<file path="config.mk">
export PLATFORM = sky130hd
export DESIGN_NAME = srcc_job_fifo
export DESIGN_NICKNAME = d
export VERILOG_FILES = /design/src/rtl/srcc_pkg.sv /design/src/rtl/srcc_job_fifo.sv
export SDC_FILE = /design/constraint.sdc
export NUM_CORES = 1
export LEC_CHECK = 0
export BUFFER_PORTS_ARGS = -buffer_cell sky130_fd_sc_hd__buf_4
export CORE_MARGIN = 1.5
export CORE_UTILIZATION = 47
export DETAILED_ROUTE_END_ITERATION = 7
export GPL_TIMING_DRIVEN = 0
export HOLD_SLACK_MARGIN = 0.06
export PLACE_DENSITY = 0.81
export SKIP_LAST_GASP = 1
export SLEW_MARGIN = 20
export SYNTH_ARGS = -nofsm -noshare
export SYNTH_HDL_FRONTEND = slang
export SYNTH_SLANG_ARGS = --single-unit
</file>
<file path="constraint.sdc">
create_clock -name clk -period 12.8 [get_ports clk]
set_input_delay 0 -clock clk [delete_from_list [all_inputs] [get_ports clk]]
set_output_delay 0 -clock clk [all_outputs]
set_load 0.005 [all_outputs]
</file>
<file path="src/rtl/srcc_pkg.sv">
// ----------------------------------------------------------------------------
// srcc_pkg: shared types and constants of the symmetric row convolution
// widths, register indexes, job and configuration records
// ----------------------------------------------------------------------------
`timescale 1ns / 1ps
`default_nettype none

package srcc_pkg;

  // pixel and position widths
  localparam int PIX_W      = 16;
  localparam int POS_W      = 12;
  localparam int TAP_W      = 16;

  // kernel geometry
  localparam int MAX_HALF   = 7;
  localparam int HALF_W     = 3;
  localparam int N_TAPS     = MAX_HALF + 1;
  localparam int WIN_DEPTH  = 2 * MAX_HALF + 1;
  localparam int WIN_IDX_W  = 4;
  localparam int FILL_W     = 4;

  // results of one word at most, and the job counter width
  localparam int RES_MAX    = 8;
  localparam int JOB_CNT_W  = 4;

  // datapath widths: pre-add, product, partial sum, full sum
  localparam int SUM_W      = PIX_W + 1;
  localparam int PROD_W     = SUM_W + TAP_W;
  localparam int PART_W     = PROD_W + 2;
  localparam int ACC_W      = PROD_W + 3;
  localparam int RND_W      = ACC_W - TAP_W;

  // configuration port
  localparam int CFG_IDX_W  = 2;
  localparam int CFG_DATA_W = 64;

  typedef enum logic [CFG_IDX_W-1:0] {
    CFG_KERNEL_HALF = 2'd0,
    CFG_TAPS_LOW    = 2'd1,
    CFG_TAPS_HIGH   = 2'd2
  } cfg_idx_t;

  // live configuration, tap 0 is the centre weight
  typedef struct packed {
    logic [HALF_W-1:0]             half;
    logic [N_TAPS-1:0][TAP_W-1:0]  taps;
  } cfg_t;

  // one filter job: window snapshot, its fill, centre offset and tags
  typedef struct packed {
    logic [WIN_DEPTH-1:0][PIX_W-1:0] win;
    logic [FILL_W-1:0]               fill;
    logic [HALF_W-1:0]               m;
    logic [POS_W-1:0]                pos;
    logic                            last;
  } job_t;

endpackage

`default_nettype wire

</file>
<file path="src/rtl/srcc_job_fifo.sv">
// ----------------------------------------------------------------------------
// srcc_job_fifo: two-entry job queue
// decouples the input side from the filter pipeline
// ----------------------------------------------------------------------------
`timescale 1ns / 1ps
`default_nettype none

module srcc_job_fifo (
  input  logic           clk,
  input  logic           rst_n,
  input  logic           wr_valid,
  input  srcc_pkg::job_t wr_job,
  output logic           wr_ready,
  output logic           rd_valid,
  output srcc_pkg::job_t rd_job,
  input  logic           rd_ready
);

  srcc_pkg::job_t mem_r [2];
  logic           wr_ptr_r, wr_ptr_nxt;
  logic           rd_ptr_r, rd_ptr_nxt;
  logic [1:0]     cnt_r, cnt_nxt;
  logic           push, pop;

  // flags from registered count only
  assign wr_ready = (cnt_r != 2'd2);
  assign rd_valid = (cnt_r != 2'd0);
  assign rd_job   = mem_r[rd_ptr_r];
  assign push     = wr_valid && wr_ready;
  assign pop      = rd_valid && rd_ready;

  // pointer and count update
  always_comb begin
    wr_ptr_nxt = push ? ~wr_ptr_r : wr_ptr_r;
    rd_ptr_nxt = pop  ? ~rd_ptr_r : rd_ptr_r;
    cnt_nxt    = cnt_r + 2'(push) - 2'(pop);
  end

  always_ff @(posedge clk) begin
    if (!rst_n) begin
      wr_ptr_r <= 1'b0;
      rd_ptr_r <= 1'b0;
      cnt_r    <= 2'd0;
    end else begin
      wr_ptr_r <= wr_ptr_nxt;
      rd_ptr_r <= rd_ptr_nxt;
      cnt_r    <= cnt_nxt;
    end
  end

  // entry storage
  always_ff @(posedge clk) begin
    if (push) begin
      mem_r[wr_ptr_r] <= wr_job;
    end
  end

endmodule

`default_nettype wire

</file>
Word-level counts from Yosys, hierarchy flattened:

Memory sizes are Yosys's and may differ from the RTL's. A register that Yosys moved wholly into a read port is not among the register bits.
Index checks and enable logic that the tools add are counted.

* bits in writable memories: 520
* logic and storage cells: 16
* register bits: 4
* memories kept: 1

Memories
* mem_r: words 2, bits a word 260, read ports 1, clocked after Yosys merged registers in 1, write ports 1, line srcc_job_fifo.sv:19 `srcc_pkg::job_t mem_r [2];`

* eq/ne operators: 1
* reductions and logical operators: 3
* bitwise logic cells: 2
* add/subtract/negate cells: 2
* mux-type cells: 4

Operator list (number)
* 1-bit two-way mux: 4
* 2-bit by 1-bit adder with 2-bit output: 1
* 1-bit logical AND: 2
* 2-bit != test (second input constant): 1
* 1-bit NOT: 2
* 2-bit nonzero test: 1
* 2-bit by 1-bit subtractor with 2-bit output: 1

Logic depth before layout (Yosys ltp):

* depth after elaboration: 4
* depth in mapped cells: 8
* gate-level depth less buffers: 8

Worst setup path after synthesis:

Ideal clock, no wire load.

* path type: reg2reg
* from: reg cnt_r[0]
* to: mem mem_r[0][0] in the netlist's numbering (enable)
* clock period less this slack: 12.261 ns
* buffers on the path: 0
* cell stages (with the launch flop): 4
* arrival: 11.375 ns
* slack: 0.539 ns
* setup time: 0.885 ns
* data required time: 11.915 ns
* cell sequence: dfxtp_1 > nand2b_1 > nand2_1 > nor2_1

* word-level cells in the longest chain between the ends: 4

Ends and longest elaborated chain
* from (decl): line srcc_job_fifo.sv:22 `logic [1:0] cnt_r, cnt_nxt;`
* from (signal assigned): line srcc_job_fifo.sv:47 `cnt_r <= cnt_nxt;`
* 2-bit != test: line srcc_job_fifo.sv:26 `assign wr_ready = (cnt_r != 2'd2);`
* net wr_ready: line srcc_job_fifo.sv:13 `output logic wr_ready,`
* 1-bit logical AND: line srcc_job_fifo.sv:29 `assign push = wr_valid && wr_ready;`
* 1-bit two-way mux: line srcc_job_fifo.sv:53 `if (push) begin`
* 1-bit two-way mux (not written as such): line srcc_job_fifo.sv:54 `mem_r[wr_ptr_r] <= wr_job;`
* to (decl): line srcc_job_fifo.sv:19

The timed path passes the listed nets, and every way through them passes these cells.

Worst setup path after layout:

* from: reg cnt_r[0]
* to: mem mem_r[0][201] in the netlist's numbering (enable)

* word-level cells in the longest chain between the ends: 4

Ends and longest elaborated chain (line)
* 2-bit != test: srcc_job_fifo.sv:26
* 1-bit logical AND: srcc_job_fifo.sv:29
* 1-bit two-way mux: srcc_job_fifo.sv:53
* 1-bit two-way mux (not written as such): srcc_job_fifo.sv:54

No other way between the ends.

==> run summary <==
Status -> finished clean
Initial Utilization -> 47.45%
CP max FO -> 26
Cts repair resizes -> 0
Number of library cell types mapped by synthesis -> 18
Ports -> 526
Achievable Freq -> 0.3854 GHz
Sw Pwr -> 1.335 mW
Pre-CTS setup slack -> 10.21 ns
Sequential share of the synthesized area -> 79.30%
Relative slew margins -> 64.00%
Clock transition at the registers of the reported paths -> 0.06 ns
Post-CTS Setup Repair Bufs -> 0
Final nets -> 1958
Pre-Repair DR Iteration Count -> 5
Period utilisation layout -> 20.27%
Cells on Worst Hold Path -> 2
Met2 usage -> 42.53%
Worst r2r dst -> mem_r[0][201]
Grt ovf -> 0
Clk sink count -> 525
Setup ws final -> 10.21 ns
DRC -> 0
Final instance area -> 29080 sq um
Die area -> 43400 sq um
DP HPWL -> 31140 um
Hold Buf Count CTS -> 264
Initial DRC Count -> 626
Combinational share of power -> 29.3%
Worst min-delay path class -> input pin to flop
Hold Crit Start -> wr_job[200]
Initial antenna violation count -> 6
Die width -> 208.3 um
Cell count after synthesis -> 833
Share of cells above drive strength 1 -> 52.05%
Worst-skew pair later-pin latency -> 0.56 ns
Final-report hold violation count -> 0
P_int -> 3.862 mW
Worst vdd ir -> 0.2024 mV
Worst Hold Endpoint -> mem_r[0][200]
Met3 usage -> 6.400%
P&R area growth vs syn -> 46.73%
Vias in the first global route -> 12570
Fin cells -> 2274
H-tree levels -> 2
Antenna Violating Nets Remaining -> 0
Crit Path Class -> flop to flop
Worst Reg2Reg Path Length in Cells -> 8
Max-Cap Viols -> 0
Via count -> 11380
Core area -> 41760 sq um
Fin. max-slew vios -> 0
Sw frac -> 25.69%
Row cnt -> 75
Final WL -> 51500 um
Setup violators final -> 0
Register bit total from synthesis -> 525
WP data arrival -> 2.86 ns
Wirelength per Cell -> 22.65 um
Root buffer cell -> clkbuf_16
Core Util, Final -> 69.63%
RD Place Congestion -> 0.7747
Mapped cell area -> 19820 sq um
Synthesized area per cell -> 23.79 sq um
# fillers -> 2362
Die Ht -> 208.3 um
R2R Path Start -> cnt_r[0]
Ys Warns -> 0
Clock power share -> 28.1%
Worst-margin pin slew -> 0.5401 ns
Power per cell area -> 178.8 nW/um^2
Layer with the highest usage -> met2
P_leak -> 11.35 nW
Unrepaired setup endpoints after global routing -> no
Largest net degree at the start of global routing -> 52
Vias/cell -> 5.002
Post-DP Area -> 24820 sq um
Gr usage total -> 23.42%
GRT met1 Usage -> 25.80%
Clock skew -> 0.01306 ns
R2R setup slack -> 10.21 ns
Seq pwr share -> 42.7%
Port bufs -> 525
CP Launch Type -> flop
CTS tree -> done
CTS max path bufs -> 3
Cell count after placement -> 1913
CP Capture Type -> flop
CTS Buf Count -> 52
Syn Nets -> 1099
First-pass GRT wire length -> 75990 um
CP required -> 13.06 ns
Final Critical Period -> 2.595 ns
critical path: stages (launching register included):
cell	delay, ns
dfxtp_1	0.36
nand2b_1	0.18
nand2_1	0.16
nor2_4	0.46
buf_16	0.24
buf_12	0.20
buf_12	0.21
buf_12	0.20
buf_12	0.21
sequential cells by signal (all words and copies together) (netlist names), named ones only:
signal	count
rd_ptr_r	1
mem_r	520
cnt_r	2
wr_ptr_r	1
power groups by stage:
stage,combinational (mW),sequential [mW],clock (mW)
finish,1.52,2.22,1.46
global route,1.59,2.23,1.55
CTS,1.51,2.21,1.47
detailed placement,1.43,2.25,0
global placement,1.35,2.39,0
floorplan,0.730,2.33,0
synthesized netlist by cell type, drive strengths merged:
| master | count | share of area, % |
|---|---|---|
| and2 | 2 | 0.063 |
| and3 | 1 | 0.032 |
| buf | 29 | 1.5 |
| dfxtp | 5 | 0.51 |
| edfxtp | 520 | 79 |
| ha | 2 | 0.13 |
| inv | 1 | 0.019 |
| mux2 | 260 | 19 |
| mux2i | 1 | 0.051 |
| nand2 | 2 | 0.038 |
| nand2b | 2 | 0.063 |
| nor2 | 1 | 0.019 |
| nor2b | 2 | 0.063 |
| o21a | 1 | 0.038 |
| or2 | 1 | 0.032 |
| xnor2 | 3 | 0.13 |
cell usage in the layout, fill, tap and decap left out:
cell and n:
clkbuf_16 53, mux2_4 200, xnor2_1 3, buf_12 9, clkbuf_1 12, inv_6 1, inv_1 1, clkinvlp_4 3
nor2b_1 2, clkinv_2 7, dfxtp_1 5, bufinv_16 4, diode_2 4, buf_16 7, o21a_1 1, nor2_4 1
clkinv_1 13, and2_1 2, mux2i_1 1, ha_1 2, buf_4 525, or2_2 1, buf_2 6, mux2_2 60
and3_4 1, nand2_1 2, edfxtp_1 520, buf_6 23, nand2b_1 2, dlygate4sd3_1 264
per-layer routing:
metal	part of all wire, %	vias up	wire length, um
met5	0.029	-	15
met4	3.4	2	1732
met3	7.5	99	3882
met2	53	487	27470
met1	36	5737	18410
li1	-	5050	-
cells by family (layout without fill, tap and decap cells):
logic type	after synthesis	after routing	synth area share [%]
AOI/OAI and AO/OA	1	1	0.03790
buffers and inverters	30	928	1.477
xor gates and xnor gates	3	3	0.1326
muxes	261	261	18.61
and+or+nand+nor	11	11	0.3094
other	0	4	0
adders and majority gates	2	2	0.1263
DFF	525	525	79.30
how the worst max path moves through the flow:
| stage | startpoint | to | slack [ns] | cells past startpoint |
|---|---|---|---|---|
| final | cnt_r[0] | mem_r[0][201] | 10.21 | 8 |
| after global routing | cnt_r[0] | mem_r[0][203] | 10.05 | 8 |
| after CTS | cnt_r[0] | mem_r[0][90] | 10.19 | 8 |
| after detailed placement | cnt_r[0] | mem_r[0][200] | 10.21 | 8 |
| after global placement | cnt_r[0] | mem_r[0][121] | -5.34 | 3 |
| after floorplan | cnt_r[0] | mem_r[0][0] | 0.54 | 3 |
through the flow:
step	hold slack [ns]	TNS [ns]	total power [mW]
floorplan	0.09887	0	3.058
global placement	0.1844	-1380.66	3.737
detailed placement	0.1873	0	3.674
CTS	0.1138	0	5.190
global route	0.1352	0	5.376
finish	0.1626	0	5.198
cell type report:
| cell class | count | area [sq um] | area share, % |
|---|---|---|---|
| Sequential cell | 525 | 15720 | 54.05 |
| Timing Repair Buffer | 805 | 6957 | 23.93 |
| Multi-Input combinational cell | 278 | 3821 | 13.14 |
| Clock buffer | 65 | 1371 | 4.716 |
| Tap cell | 539 | 674.4 | 2.319 |
| Buffer | 29 | 289.0 | 0.9940 |
| Clock inverter | 28 | 235.2 | 0.8090 |
| Antenna cell | 4 | 10.01 | 0.03442 |
| Inverter | 1 | 3.754 | 0.01291 |
Power figures use the tool's default switching activity.
