### src/rtl/srcc_pkg.sv
// ----------------------------------------------------------------------------
// srcc_pkg: shared types and constants of the symmetric row convolution
// widths, register indexes, job and configuration records
// ----------------------------------------------------------------------------
`timescale 1ns / 1ps
`default_nettype none

package srcc_pkg;

  // pixel and position widths
  localparam int PIX_W      = 16;
  localparam int POS_W      = 12;
  localparam int TAP_W      = 16;

  // kernel geometry
  localparam int MAX_HALF   = 7;
  localparam int HALF_W     = 3;
  localparam int N_TAPS     = MAX_HALF + 1;
  localparam int WIN_DEPTH  = 2 * MAX_HALF + 1;
  localparam int WIN_IDX_W  = 4;
  localparam int FILL_W     = 4;

  // results of one word at most, and the job counter width
  localparam int RES_MAX    = 8;
  localparam int JOB_CNT_W  = 4;

  // datapath widths: pre-add, product, partial sum, full sum
  localparam int SUM_W      = PIX_W + 1;
  localparam int PROD_W     = SUM_W + TAP_W;
  localparam int PART_W     = PROD_W + 2;
  localparam int ACC_W      = PROD_W + 3;
  localparam int RND_W      = ACC_W - TAP_W;

  // configuration port
  localparam int CFG_IDX_W  = 2;
  localparam int CFG_DATA_W = 64;

  typedef enum logic [CFG_IDX_W-1:0] {
    CFG_KERNEL_HALF = 2'd0,
    CFG_TAPS_LOW    = 2'd1,
    CFG_TAPS_HIGH   = 2'd2
  } cfg_idx_t;

  // live configuration, tap 0 is the centre weight
  typedef struct packed {
    logic [HALF_W-1:0]             half;
    logic [N_TAPS-1:0][TAP_W-1:0]  taps;
  } cfg_t;

  // one filter job: window snapshot, its fill, centre offset and tags
  typedef struct packed {
    logic [WIN_DEPTH-1:0][PIX_W-1:0] win;
    logic [FILL_W-1:0]               fill;
    logic [HALF_W-1:0]               m;
    logic [POS_W-1:0]                pos;
    logic                            last;
  } job_t;

endpackage

`default_nettype wire

### src/rtl/srcc_if.sv
// ----------------------------------------------------------------------------
// srcc_if: stream interfaces of the row convolution
// pixel words in, filtered words out, valid/ready handshake
// ----------------------------------------------------------------------------
`timescale 1ns / 1ps
`default_nettype none

interface srcc_in_if;
  logic                       valid;
  logic                       ready;
  logic [srcc_pkg::PIX_W-1:0] pixel;
  logic                       row_last;

  modport source (output valid, output pixel, output row_last, input ready);
  modport sink   (input valid, input pixel, input row_last, output ready);
endinterface


`default_nettype wire

### src/rtl/srcc_front.sv
// ----------------------------------------------------------------------------
// srcc_front: input side of the row convolution
// shifts pixels into the window, keeps the row counters and issues one
// filter job per column, several at the end of a row
// ----------------------------------------------------------------------------
`timescale 1ns / 1ps
`default_nettype none

module srcc_front (
  input  logic                 clk,
  input  logic                 rst_n,
  srcc_in_if.sink              in_chan,
  input  srcc_pkg::cfg_t       cfg,
  output logic                 job_valid,
  output srcc_pkg::job_t       job,
  input  logic                 job_ready
);

  // window and row state
  logic [srcc_pkg::WIN_DEPTH-1:0][srcc_pkg::PIX_W-1:0] win_r, win_nxt;
  logic [srcc_pkg::FILL_W-1:0]    fill_r, fill_nxt;
  logic [srcc_pkg::POS_W-1:0]     in_cnt_r, in_cnt_nxt;
  logic [srcc_pkg::POS_W-1:0]     out_cnt_r, out_cnt_nxt;
  logic                           end_r, end_nxt;

  // job generator
  logic [srcc_pkg::JOB_CNT_W-1:0] gen_cnt_r, gen_cnt_nxt;
  logic                           gen_norm_r, gen_norm_nxt;
  logic [srcc_pkg::POS_W-1:0]     gen_pos_r, gen_pos_nxt;

  // effective state at the next word: cleared once the row has ended
  logic [srcc_pkg::FILL_W-1:0]    fill_e, fill_n;
  logic [srcc_pkg::POS_W-1:0]     ic_e, oc_e, ic_n, oc1, pend;
  logic                           emitn;
  logic [srcc_pkg::JOB_CNT_W-1:0] cap, flush;
  logic                           accept, push;
  logic [srcc_pkg::JOB_CNT_W-1:0] cnt_m1;

  // handshakes
  assign push          = (gen_cnt_r != '0) && job_ready;
  assign in_chan.ready = (gen_cnt_r == '0)
                       || ((gen_cnt_r == srcc_pkg::JOB_CNT_W'(1)) && push);
  assign accept        = in_chan.valid && in_chan.ready;

  // job presented to the queue
  assign cnt_m1    = gen_cnt_r - srcc_pkg::JOB_CNT_W'(1);
  assign job_valid = (gen_cnt_r != '0);
  always_comb begin
    job.win  = win_r;
    job.fill = fill_r;
    job.m    = gen_norm_r ? cfg.half : cnt_m1[srcc_pkg::HALF_W-1:0];
    job.pos  = gen_pos_r;
    job.last = end_r && (gen_cnt_r == srcc_pkg::JOB_CNT_W'(1));
  end

  // column bookkeeping for an incoming word
  always_comb begin
    fill_e = end_r ? '0 : fill_r;
    ic_e   = end_r ? '0 : in_cnt_r;
    oc_e   = end_r ? '0 : out_cnt_r;
    fill_n = (fill_e == srcc_pkg::FILL_W'(srcc_pkg::WIN_DEPTH))
           ? fill_e : fill_e + srcc_pkg::FILL_W'(1);
    ic_n   = ic_e + srcc_pkg::POS_W'(1);
    emitn  = fill_n > {{(srcc_pkg::FILL_W-srcc_pkg::HALF_W){1'b0}}, cfg.half};
    oc1    = oc_e + srcc_pkg::POS_W'(emitn);
    pend   = ic_n - oc1;
    cap    = emitn ? srcc_pkg::JOB_CNT_W'(srcc_pkg::RES_MAX - 1)
                   : srcc_pkg::JOB_CNT_W'(srcc_pkg::RES_MAX);
    if (!in_chan.row_last) begin
      flush = '0;
    end else if (pend > {{(srcc_pkg::POS_W-srcc_pkg::JOB_CNT_W){1'b0}}, cap}) begin
      flush = cap;
    end else begin
      flush = pend[srcc_pkg::JOB_CNT_W-1:0];
    end
  end

  // next state
  always_comb begin
    win_nxt      = win_r;
    fill_nxt     = fill_r;
    in_cnt_nxt   = in_cnt_r;
    out_cnt_nxt  = out_cnt_r;
    end_nxt      = end_r;
    gen_cnt_nxt  = gen_cnt_r;
    gen_norm_nxt = gen_norm_r;
    gen_pos_nxt  = gen_pos_r;
    if (push) begin
      gen_cnt_nxt  = cnt_m1;
      gen_norm_nxt = 1'b0;
      gen_pos_nxt  = gen_pos_r + srcc_pkg::POS_W'(1);
    end
    if (accept) begin
      win_nxt      = {win_r[srcc_pkg::WIN_DEPTH-2:0], in_chan.pixel};
      fill_nxt     = fill_n;
      in_cnt_nxt   = ic_n;
      out_cnt_nxt  = oc1;
      end_nxt      = in_chan.row_last;
      gen_cnt_nxt  = srcc_pkg::JOB_CNT_W'(emitn) + flush;
      gen_norm_nxt = emitn;
      gen_pos_nxt  = oc_e;
    end
  end

  // control registers
  always_ff @(posedge clk) begin
    if (!rst_n) begin
      fill_r     <= '0;
      in_cnt_r   <= '0;
      out_cnt_r  <= '0;
      end_r      <= 1'b0;
      gen_cnt_r  <= '0;
      gen_norm_r <= 1'b0;
      gen_pos_r  <= '0;
    end else begin
      fill_r     <= fill_nxt;
      in_cnt_r   <= in_cnt_nxt;
      out_cnt_r  <= out_cnt_nxt;
      end_r      <= end_nxt;
      gen_cnt_r  <= gen_cnt_nxt;
      gen_norm_r <= gen_norm_nxt;
      gen_pos_r  <= gen_pos_nxt;
    end
  end

  // window payload, read only below the fill
  always_ff @(posedge clk) begin
    win_r <= win_nxt;
  end

endmodule

`default_nettype wire

### src/flat_wrapper.sv
// flat-port wrapper written by rule: the top's interface ports become plain ports
module srcc_front_flat 
  (clk, rst_n, cfg, job_valid, job, job_ready, in_chan_valid, in_chan_pixel, in_chan_row_last, in_chan_ready);
  srcc_in_if in_chan_i ();
  input  logic clk;
  input  logic rst_n;
  input  srcc_pkg::cfg_t cfg;
  output logic job_valid;
  output srcc_pkg::job_t job;
  input  logic job_ready;
  input wire logic [$bits(in_chan_i.valid)-1:0] in_chan_valid;
  input wire logic [$bits(in_chan_i.pixel)-1:0] in_chan_pixel;
  input wire logic [$bits(in_chan_i.row_last)-1:0] in_chan_row_last;
  output wire logic [$bits(in_chan_i.ready)-1:0] in_chan_ready;
  assign in_chan_i.valid = in_chan_valid;
  assign in_chan_i.pixel = in_chan_pixel;
  assign in_chan_i.row_last = in_chan_row_last;
  assign in_chan_ready = in_chan_i.ready;
  srcc_front u_core (.clk(clk), .rst_n(rst_n), .in_chan(in_chan_i), .cfg(cfg), .job_valid(job_valid), .job(job), .job_ready(job_ready));
endmodule
### config.mk
export PLATFORM = sky130hd
export DESIGN_NAME = srcc_front_flat
export DESIGN_NICKNAME = d
export VERILOG_FILES = /design/src/rtl/srcc_pkg.sv /design/src/rtl/srcc_if.sv /design/src/rtl/srcc_front.sv /design/src/flat_wrapper.sv
export SDC_FILE = /design/constraint.sdc
export NUM_CORES = 1
export LEC_CHECK = 0
export BUFFER_PORTS_ARGS = -buffer_cell sky130_fd_sc_hd__buf_2
export CAP_MARGIN = 15
export CORE_MARGIN = 2
export CORE_UTILIZATION = 29
export DETAILED_ROUTE_END_ITERATION = 10
export PLACE_DENSITY = 0.5
export RECOVER_POWER = 25
export SYNTH_ARGS = -nofsm -noshare
export SYNTH_HDL_FRONTEND = slang
export SYNTH_SLANG_ARGS = --single-unit
### constraint.sdc
create_clock -name clk -period 12.4 [get_ports clk]
set_input_delay 1.24 -clock clk [delete_from_list [all_inputs] [get_ports clk]]
set_output_delay 1.24 -clock clk [all_outputs]
set_load 0.005 [all_outputs]
Word level (Yosys, flattened, before mapping)
Cells that the tools add are included.
{ "word_totals": {"reg_bits": 286, "in_bits": 152, "output_inout_bits": 262, "wordCells": 55} }
{ "op_classes": {"add_sub_neg": 7, "n_lt_le_gt_ge": 2, "eq_ne": 2, "mux": 14, "n_reduce_logical": 8} }
{ "op_table": {"columns": ["operator", "count"], "rows": [
  ["two-way mux 12 bit", 4],
  ["two-way mux 4 bit", 7],
  ["adder 12 x 1 -> 12 bit, second input constant", 2],
  ["adder 12 x 1 -> 12 bit", 1],
  ["greater-than comparator 12 x 4 -> 1 bit", 1],
  ["subtractor 12 bit", 1],
  ["adder 1 x 4 -> 4 bit", 1],
  ["adder 4 x 1 -> 4 bit, second input constant", 1],
  ["equality test 4 x 1 -> 1 bit, second input constant", 1],
  ["equality test 4 bit, second input constant", 1],
  ["greater-than comparator 4 x 3 -> 1 bit", 1],
  ["logical AND 1 bit", 4],
  ["logical NOT 4 bit", 1],
  ["nonzero test 4 bit", 1],
  ["subtractor 4 x 1 -> 4 bit, second input constant", 1],
  ["two-way mux 3 bit", 1],
  ["two-way mux 1 bit", 2],
  ["nonzero test 2 bit", 1],
  ["logical OR 1 bit", 1]
]} }

Logic depth before layout (Yosys ltp)
Gate-level depths: netlist (run 1).
{ "logic_depth": {"word_depth": 11, "ltp_mapped": 36, "ltp_nobuf": 32} }

Least setup slack after synthesis (run 1)
Ideal clock, no wire load.
{ "synth_path": {"kind": "input to register", "start": "input port job_ready", "end": "register u_core.win_r, in the netlist u_core.job[100] (enable)", "setup_time_ns": 0.697, "arrival_ns": 8.775, "t_required_ns": 11.703, "path_slack_ns": 2.928, "cell_stages": 6, "path_buffers": 2, "cell_sequence": "a21oi_1 -> nor3_1 -> nand2_1 -> inv_1 -> clkbuf_1 -> buf_1"} }
{ "synth_via": {"elab_chain_len": 4} }
{ "synth_lines": {"columns": ["element", "line_no", "rtl"], "rows": [
  ["start: declaration", "flat_wrapper.sv:10", "input logic job_ready;"],
  ["logical AND 1 bit", "srcc_front.sv:40", "assign push = (gen_cnt_r != '0) && job_ready;"],
  ["logical AND 1 bit", "srcc_front.sv:42", "|| ((gen_cnt_r == srcc_pkg::JOB_CNT_W'(1)) && push);"],
  ["logical OR 1 bit", "srcc_front.sv:42", null],
  ["via in_chan_ready", "flat_wrapper.sv:14", "output wire logic [$bits(in_chan_i.ready)-1:0] in_chan_ready;"],
  ["logical AND 1 bit", "srcc_front.sv:43", "assign accept = in_chan.valid && in_chan.ready;"],
  ["via u_core.accept", "srcc_front.sv:36", "logic accept, push;"],
  ["end signal: assignment", "srcc_front.sv:128", "win_r <= win_nxt;"],
  ["end: declaration", "srcc_front.sv:20", "logic [srcc_pkg::WIN_DEPTH-1:0][srcc_pkg::PIX_W-1:0] win_r, win_nxt;"]
]} }
The timed path passes the listed nets, and every way through them passes these cells.
A chain may end at the register's enable or synchronous reset.

Worst setup path after layout (run 1)
{ "layout_path": {"start": "register u_core.end_r", "end": "register u_core.gen_cnt_r[1] (netlist bit)"} }
{ "layout_via": {"elab_chain_len": 11, "elab_cells_between_ends": 16, "cone_classes": "add/sub (5); order compare (2); eq/ne (1); mux (8)"} }
{ "layout_lines": {"columns": ["element", "line_no", "rtl"], "rows": [
  ["start: declaration", "srcc_front.sv:24", "logic end_r, end_nxt;"],
  ["start signal: assignment", "srcc_front.sv:119", "end_r <= end_nxt;"],
  ["two-way mux 4 bit (*)", "srcc_front.sv:58", "fill_e = end_r ? '0 : fill_r;"],
  ["adder 4 x 1 -> 4 bit / equality test 4 bit (equally long branches)", "srcc_front.sv:62, srcc_front.sv:61", null],
  ["two-way mux 4 bit (*)", "srcc_front.sv:62", "? fill_e : fill_e + srcc_pkg::FILL_W'(1);"],
  ["via u_core.fill_n (one bit)", "srcc_front.sv:32", "logic [srcc_pkg::FILL_W-1:0] fill_e, fill_n;"],
  ["greater-than comparator 4 x 3 -> 1 bit (*)", "srcc_front.sv:64", "emitn = fill_n > {{(srcc_pkg::FILL_W-srcc_pkg::HALF_W){1'b0}}, cfg.half};"],
  ["adder 12 x 1 -> 12 bit (*)", "srcc_front.sv:65", "oc1 = oc_e + srcc_pkg::POS_W'(emitn);"],
  ["via u_core.oc1 (one bit)", "srcc_front.sv:33", "logic [srcc_pkg::POS_W-1:0] ic_e, oc_e, ic_n, oc1, pend;"],
  ["subtractor 12 bit (*)", "srcc_front.sv:66", "pend = ic_n - oc1;"],
  ["greater-than comparator 12 x 4 -> 1 bit", "srcc_front.sv:71", "end else if (pend > {{(srcc_pkg::POS_W-srcc_pkg::JOB_CNT_W){1'b0}}, cap}) begin"],
  ["two-way mux 4 bit (*)", "srcc_front.sv:71", null],
  ["two-way mux 4 bit (*)", "srcc_front.sv:69", "if (!in_chan.row_last) begin"],
  ["adder 1 x 4 -> 4 bit (*)", "srcc_front.sv:99", "gen_cnt_nxt = srcc_pkg::JOB_CNT_W'(emitn) + flush;"],
  ["two-way mux 4 bit (*)", "srcc_front.sv:93", "if (accept) begin"],
  ["end signal: assignment", "srcc_front.sv:120", "gen_cnt_r <= gen_cnt_nxt;"],
  ["end: declaration", "srcc_front.sv:27", "logic [srcc_pkg::JOB_CNT_W-1:0] gen_cnt_r, gen_cnt_nxt;"]
]} }
Mark *: on every way through the listed nets, which the timed path passes. The rest lies on a longest branch.

==> results of run 1 <==
how the worst min path moves through the flow:
stage / to / slack [ns] / depth (start not counted)
floorplan: u_core.out_cnt_r[0]$_SDFFE_PN0P_ / 0.44 / 2
global placement: u_core.job[194]$_DFFE_PP_ / 0.43 / 0
detailed placement: u_core.job[173]$_DFFE_PP_ / 0.43 / 0
CTS: u_core.job[109]$_DFFE_PP_ / 0.42 / 0
global route: u_core.job[127]$_DFFE_PP_ / 0.44 / 0
finish: u_core.job[109]$_DFFE_PP_ / 0.43 / 0
routing by layer:
| layer | global-route usage | up-vias | wire (µm) |
|---|---|---|---|
| met5 | 0 | - | 0 |
| met4 | 0.0365 | 0 | 584 |
| met3 | 0.0314 | 36 | 1860 |
| met2 | 0.210 | 195 | 13100 |
| met1 | 0.171 | 3421 | 11700 |
| li1 | - | 3481 | - |
power breakdown:
part	total [W]	switching, W	internal, W	leakage, nW
sequential	0.00162	0.000148	0.00147	2.62
combinational	0.000942	0.000581	0.000362	2.35
clock	0.000885	0.000385	0.000500	0.475
metrics by stage:
| stage | util | total power [W] | instance area (µm²) | setup slack [ns] | hold WS, ns |
|---|---|---|---|---|---|
| floorplan | - | 0.00218 | 11100 | 2.93 | 0.439 |
| global placement | 0.348 | 0.00259 | 13100 | 5.52 | 0.425 |
| detailed placement | 0.348 | 0.00261 | 13100 | 5.50 | 0.426 |
| CTS | 0.374 | 0.00351 | 14100 | 5.48 | 0.424 |
| global route | 0.374 | 0.00367 | 14100 | 4.84 | 0.442 |
| finish | 0.374 | 0.00345 | 14100 | 5.56 | 0.431 |
layout make-up:
cell class                 count  share of cell area
sequential                   286               0.577
clock buffer                  33              0.0556
clock inverter                25              0.0140
multi-input combinational    427               0.199
tap                          511              0.0454
inverter                      18             0.00533
timing repair buffer         289               0.104
synth_stat cells (5+ instances only):
| library cell | number | area [µm²] |
|---|---|---|
| nor2b_1 | 23 | 144 |
| nand4b_1 | 5 | 43.8 |
| clkbuf_1 | 23 | 86.3 |
| edfxtp_1 | 240 | 7210 |
| a31oi_1 | 9 | 56.3 |
| nor2_1 | 39 | 146 |
| xnor2_1 | 12 | 105 |
| nor3_1 | 12 | 60.1 |
| dfxtp_1 | 46 | 921 |
| xor2_1 | 8 | 70.1 |
| a21oi_1 | 28 | 140 |
| nand4_1 | 6 | 37.5 |
| o211a_1 | 10 | 100 |
| nor4_1 | 5 | 31.3 |
| and2_1 | 7 | 43.8 |
| mux2_2 | 7 | 78.8 |
| ha_1 | 23 | 288 |
| a22oi_1 | 7 | 52.6 |
| o21ai_0 | 30 | 150 |
| inv_1 | 18 | 67.6 |
| a21boi_0 | 16 | 120 |
| and3_1 | 13 | 81.3 |
| mux2i_1 | 9 | 90.1 |
| nand2b_1 | 5 | 31.3 |
| nand3_1 | 27 | 135 |
| nand2_1 | 63 | 236 |
flip-flops by register name (all words and copies together), names as in the netlist:
register	cells
u_core.job	240
u_core.gen_pos_r	12
u_core.in_cnt_r	12
u_core.out_cnt_r	12
u_core.fill_r	4
u_core.gen_cnt_r	4
u_core.end_r	1
u_core.gen_norm_r	1
critical path: cells and delay by family (launching register included):
kind	cells	cell delay (ns)
AO/OA/AOI/OAI	11	1.77
XOR/XNOR	1	0.34
adder cells (fa/ha/maj)	8	2.36
buffers and inverters	3	0.69
flip-flops	1	0.35
multiplexers	1	0.36
AND/OR/NAND/NOR	6	0.87
cells by family (layout without fill, tap and decap cells):
group                      after synthesis  after routing  synth area share
and+or+nand+nor                        225            225             0.103
DFF                                    286            286             0.732
adders and majority gates               27             27            0.0306
buffers and inverters                   47            365            0.0161
AOI/OAI and AO/OA                      138            138            0.0848
xor gates and xnor gates                21             21            0.0178
muxes                                   16             16            0.0152
==> metrics.cfg, run 1 <==
[synth]
synthCells = 760
synth-edff-count = 240
yosysSeqAreaShare = 0.732
async_flop_share = 0
synthFlopType = edfxtp_1
syn_area_per_cell_um2 = 14.6
yosysWarnings = 0
syn-num-nets = 936
synth_area_um2 = 11100
ys_ff_latch = 286
synth_cell_type_count = 63

[power]
peakVddDrop_v = 0.000209
power_leakage_nw = 5.44
power_density_nw_per_um2 = 245

[final_layout]
layout_commonest_cell = buf_2
drive_gt1_frac = 0.327
fill_cells = 3683
area_growth_pct = 26.9
antenna_cells = 0
final_cell_count_no_fill = 1589
seq_area_um2 = 8130
final_cell_mix = 285 x buf_2, 240 x edfxtp_1, 63 x nand2_1
multi_input_area_um2 = 2800
nNetsFinal = 1229

[critical_path]
crit_start = u_core.end_r$_SDFFE_PN0P_
critPathLaunchType = flip-flop
path_class = reg -> reg
max_stage_delay_ns = 0.41
cp_common_cell = ha_1
endpoint = u_core.gen_cnt_r[1]$_SDFFE_PN0P_
cp-end-kind = flip-flop
worstRegToRegCells = 30
crit_required_ns = 12.87
worstPathArrival_ns = 7.32
cp_slowest_cell = buf_4
path_max_fanout = 43
r2r-start = u_core.end_r$_SDFFE_PN0P_
rrSetupSlack_ns = 5.56
r2r_end = u_core.gen_cnt_r[1]$_SDFFE_PN0P_

[floorplanning]
coreArea_um2 = 37700
dieHeight_um = 200
boundaryPins = 414
rows = 71
initial_core_util = 0.295
chipWidth_um = 200
design.die.area_um2 = 39900

[global_routing]
grt-ovfl-total = 0
track_usage = 0.129
grt_max_degree = 207
grt_first_pass_wirelength_mm = 40.0
grt_pass1_vias = 6791
antenna_found_initial = 0

[clock_tree]
cts-root-buf = clkbuf_16
post_cts_buffers = 0
clock_sinks = 286
hold_buffers = 0
cts_tree = built
clk_latency_ns = 0.58
cts.path.max_buffers = 3
clkTransAtPathRegs_ns = 0.06
ctsHtreeMaxLevel = 1
cts-resized-gates = 0
cts-buffers-inserted = 31

[sta]
fin_crit_ns = 6.84
drv_slew = 0
tightest_slew_ns = 1.16
fin_tns_setup_ns = 0
rsz0062_at_grt = no
finalSetupViolations = 0
fin_worst_skew_ns = 0.0149
hold_viol_final = 0
period_share = 0.552
max_freq_ghz = 0.146
slew_headroom = 0.226

[placement]
portBuffers = 285
place_congestion = 0.768
dpl.hpwl_mm = 19.1
placed_cells = 1531

[detailed_routing]
routed_wl_mm = 27.2
first_pass_iters = 5
vias = 7133
via_per_inst = 4.49
drt_iter0_drc = 389
wire_per_inst_um = 17.1
drcViolationCount = 0
ant_nets = 0

[worst_hold_path]
holdCritStartpoint = u_core.job[93]$_DFFE_PP_
hold_path_class = reg -> reg

[status]
outcome = finished, final reports clean

[job]
cap_violations = 0

(Power assumes the default switching activity.)
==> run 2, diff against run 1 <==
ABC_AREA = 1   (was not set)
clock period = 7.2 ns   (was 12.4 ns; I/O delays follow)
==> run 2 against run 1 <==
  * Utilization grew 0.30 points
  * Sequential share of layout area shrank 0.45 points
  * First-iteration DRC count grew 9.8%
  * Die area shrank 0.15%
  * Cell area grew 0.79%
  * Non-clock buffer count grew 6
==> metrics.cfg, run 2 <==
[critical_path]
max_stage_delay_ns = 0.39  ; -0.02 ns
path_class = reg -> reg
worstPathArrival_ns = 6.77  ; -0.55 ns
crit_required_ns = 7.62  ; -5.25 ns
cp_slowest_cell = dfxtp_1
critPathTopFamily = adder cells
critPathLaunchType = flip-flop
path_max_fanout = 7  ; -84%
crit_start = u_core.end_r$_SDFFE_PN0P_
rrSetupSlack_ns = 0.85  ; -4.71 ns
cp-end-kind = flip-flop
critPathBufInv = 5  ; +2
r2r-start = u_core.end_r$_SDFFE_PN0P_

[floorplanning]
dieHeight_um = 200  ; about the same
rows = 71  ; unchanged
initial_core_util = 0.294  ; -0.000432
chipWidth_um = 200  ; about the same
design.die.area_um2 = 39800  ; -0.15%
coreArea_um2 = 37700  ; unchanged
boundaryPins = 414  ; unchanged

[sta]
tightest_slew_ns = 1.12  ; -0.0406 ns
drv_slew = 0  ; unchanged
fin_crit_ns = 6.35  ; -0.493 ns
hold_viol_final = 0  ; unchanged
period_share = 0.882  ; +0.330
fin_worst_skew_ns = 0.0167  ; +0.00179 ns
slew_headroom = 0.253  ; +0.0270
fin_tns_setup_ns = 0  ; unchanged
finalSetupViolations = 0  ; unchanged
max_freq_ghz = 0.157  ; +7.8%
rsz0062_at_grt = no

[placement]
placed_cells = 1635  ; +6.8%
place_congestion = 0.784  ; +2.1%
portBuffers = 285  ; unchanged
dpl.hpwl_mm = 18.5  ; -3.1%
place_area_um2 = 13100  ; +0.25%

[synth]
yosysTopAreaCell = edfxtp_1
async_flop_share = 0  ; unchanged
yosysMostFrequentCell = edfxtp_1
synth_common_cells = 240 x edfxtp_1, 144 x nand2_1, 80 x inv_1, 54 x nor2_1, 48 x nand3_1
yosysWarnings = 0  ; unchanged
ys_top_cells_by_area = edfxtp_1 65%, dfxtp_1 8.3%, nand2_1 4.9%
synth_top_area_share = 0.650  ; +0.000952
synth_cell_type_count = 47  ; -25%
synthFlopType = edfxtp_1
ys_ff_latch = 286  ; unchanged
synth-edff-count = 240  ; unchanged
synth_area_um2 = 11100  ; -0.15%
syn_area_per_cell_um2 = 13.0  ; -11%
yosysSeqAreaShare = 0.733  ; +0.00107
synthCells = 850  ; +12%
syn-num-nets = 1026  ; +9.6%

[final_layout]
seq_area_um2 = 8130  ; unchanged
final_cell_count_no_fill = 1695  ; +6.7%
layout_commonest_cell = buf_2
largest_reg_flops = 240  ; unchanged
area_growth_pct = 28.1
nNetsFinal = 1336  ; +8.7%
final_util = 0.377  ; +0.00296
fill_cells = 3720  ; +1.0%
final_cell_mix = 284 x buf_2, 240 x edfxtp_1, 144 x nand2_1
multi_input_area_um2 = 2500  ; -11%
antenna_cells = 0  ; unchanged
drive_gt1_frac = 0.333  ; +0.00531
stdcell_area_um2 = 14200  ; +0.79%

[global_routing]
grt-ovfl-total = 0  ; unchanged
antenna_found_initial = 0  ; unchanged
grt_first_pass_wirelength_mm = 39.7  ; -0.76%
grt_max_degree = 169  ; -18%
track_usage = 0.130  ; +0.00142
grt_pass1_vias = 7138  ; +5.1%

[power]
power_frac_seq = 0.419  ; -0.051
peakVddDrop_v = 0.000244  ; +17%
comb_power_share = 0.342  ; +0.069
p_sw_w = 0.00246  ; +120%
intPower_w = 0.00440  ; +88%
clock_power_share = 0.240  ; -0.017
p_sw_frac = 0.359  ; +0.0358
power_density_nw_per_um2 = 483  ; +97%
power_leakage_nw = 5.80  ; +6.5%

[clock_tree]
cts-resized-gates = 0  ; unchanged
clk_latency_ns = 0.54  ; -0.04 ns
ctsHtreeMaxLevel = 2  ; +1
cts_tree = built
hold_buffers = 0  ; unchanged
clkTransAtPathRegs_ns = 0.06  ; about the same
cts-buffers-inserted = 34  ; +9.7%
cts.path.max_buffers = 3  ; unchanged
post_cts_buffers = 0  ; unchanged
cts-root-buf = clkbuf_16
clock_sinks = 286  ; unchanged

[job]
cap_violations = 0  ; unchanged

[detailed_routing]
drt_iter0_drc = 427  ; +9.8%
wire_per_inst_um = 15.6  ; -9.2%
first_pass_iters = 4  ; -1
via_per_inst = 4.31  ; -3.9%
vias = 7312  ; +2.5%
routed_wl_mm = 26.4  ; -3.2%
drcViolationCount = 0  ; unchanged
ant_nets = 0  ; unchanged

[worst_hold_path]
holdCritStartpoint = in_chan_pixel[6]
hold_path_class = in -> reg

[status]
outcome = finished, final reports clean

-- run 2: cell types whose count changed after synthesis, sizes merged, moves of 10 or more --
cell,delta
a21boi,-16
a21oi,+18
and3,-13
inv,+72
nand2,+98
nand3,+27
nor2,+26
nor2b,-23
o211a,-10
o21ai,+14
-- run 2: area by class of cell --
cell class                 count  area share
clock buffer                  42      0.0635
clock inverter                18      0.0112
timing repair buffer         295       0.107
multi-input combinational    451       0.176
sequential                   286       0.572
inverter                      92      0.0254
tap                          511      0.0450
-- run 2: cells by family (layout without fill, tap and decap cells) --
family                     count (synthesis)  in the layout  synth area share
AOI/OAI and AO/OA                        121            121            0.0629
and+or+nand+nor                          292            292             0.123
adders and majority gates                 24             24            0.0278
DFF                                      286            286             0.733
xor gates and xnor gates                  14             14            0.0117
buffers and inverters                    113            447            0.0415
-- run 2: path summary, 6_finish.rpt --
check | end | cells past startpoint
worst max register to register | u_core.gen_cnt_r[1]$_SDFFE_PN0P_ | 40
worst min-delay path | u_core.job[26]$_DFFE_PP_ | 1
worst min register to register | u_core.job[189]$_DFFE_PP_ | 0
worst max-delay path | u_core.gen_cnt_r[1]$_SDFFE_PN0P_ | 40
-- run 2: routing by layer --
metal | vias up | global-route usage | share of wire
li1 | 3615 | - | -
met1 | 3414 | 0.163 | 0.44
met2 | 252 | 0.203 | 0.44
met3 | 31 | 0.0516 | 0.10
met4 | 0 | 0.0472 | 0.020
met5 | - | 0 | 0
-- run 2: per-stage QoR --
step                hold WS [ns]  setup WS, ns  power, W
finish                     0.367         0.848   0.00686
global route               0.330         0.127   0.00742
CTS                        0.326         0.826   0.00697
detailed placement         0.426         0.859   0.00528
global placement           0.425         0.934   0.00522
floorplan                  0.430          1.01   0.00431
-- run 2: power groups by stage --
| stage | registers [W] | logic (W) | clock network [W] |
|---|---|---|---|
| floorplan | 0.00295 | 0.00136 | 0 |
| global placement | 0.00288 | 0.00234 | 0 |
| detailed placement | 0.00291 | 0.00237 | 0 |
| CTS | 0.00288 | 0.00238 | 0.00171 |
| global route | 0.00296 | 0.00269 | 0.00178 |
| finish | 0.00287 | 0.00234 | 0.00165 |
-- run 2: worst reg2reg max path, delay by kind of cell, from the launching register on --
family	cells	cell delay (ns)
buffers and inverters	5	0.32
adders and majority gates	8	2.10
and+or+nand+nor	19	2.03
AOI/OAI and AO/OA	8	1.42
DFF	1	0.39
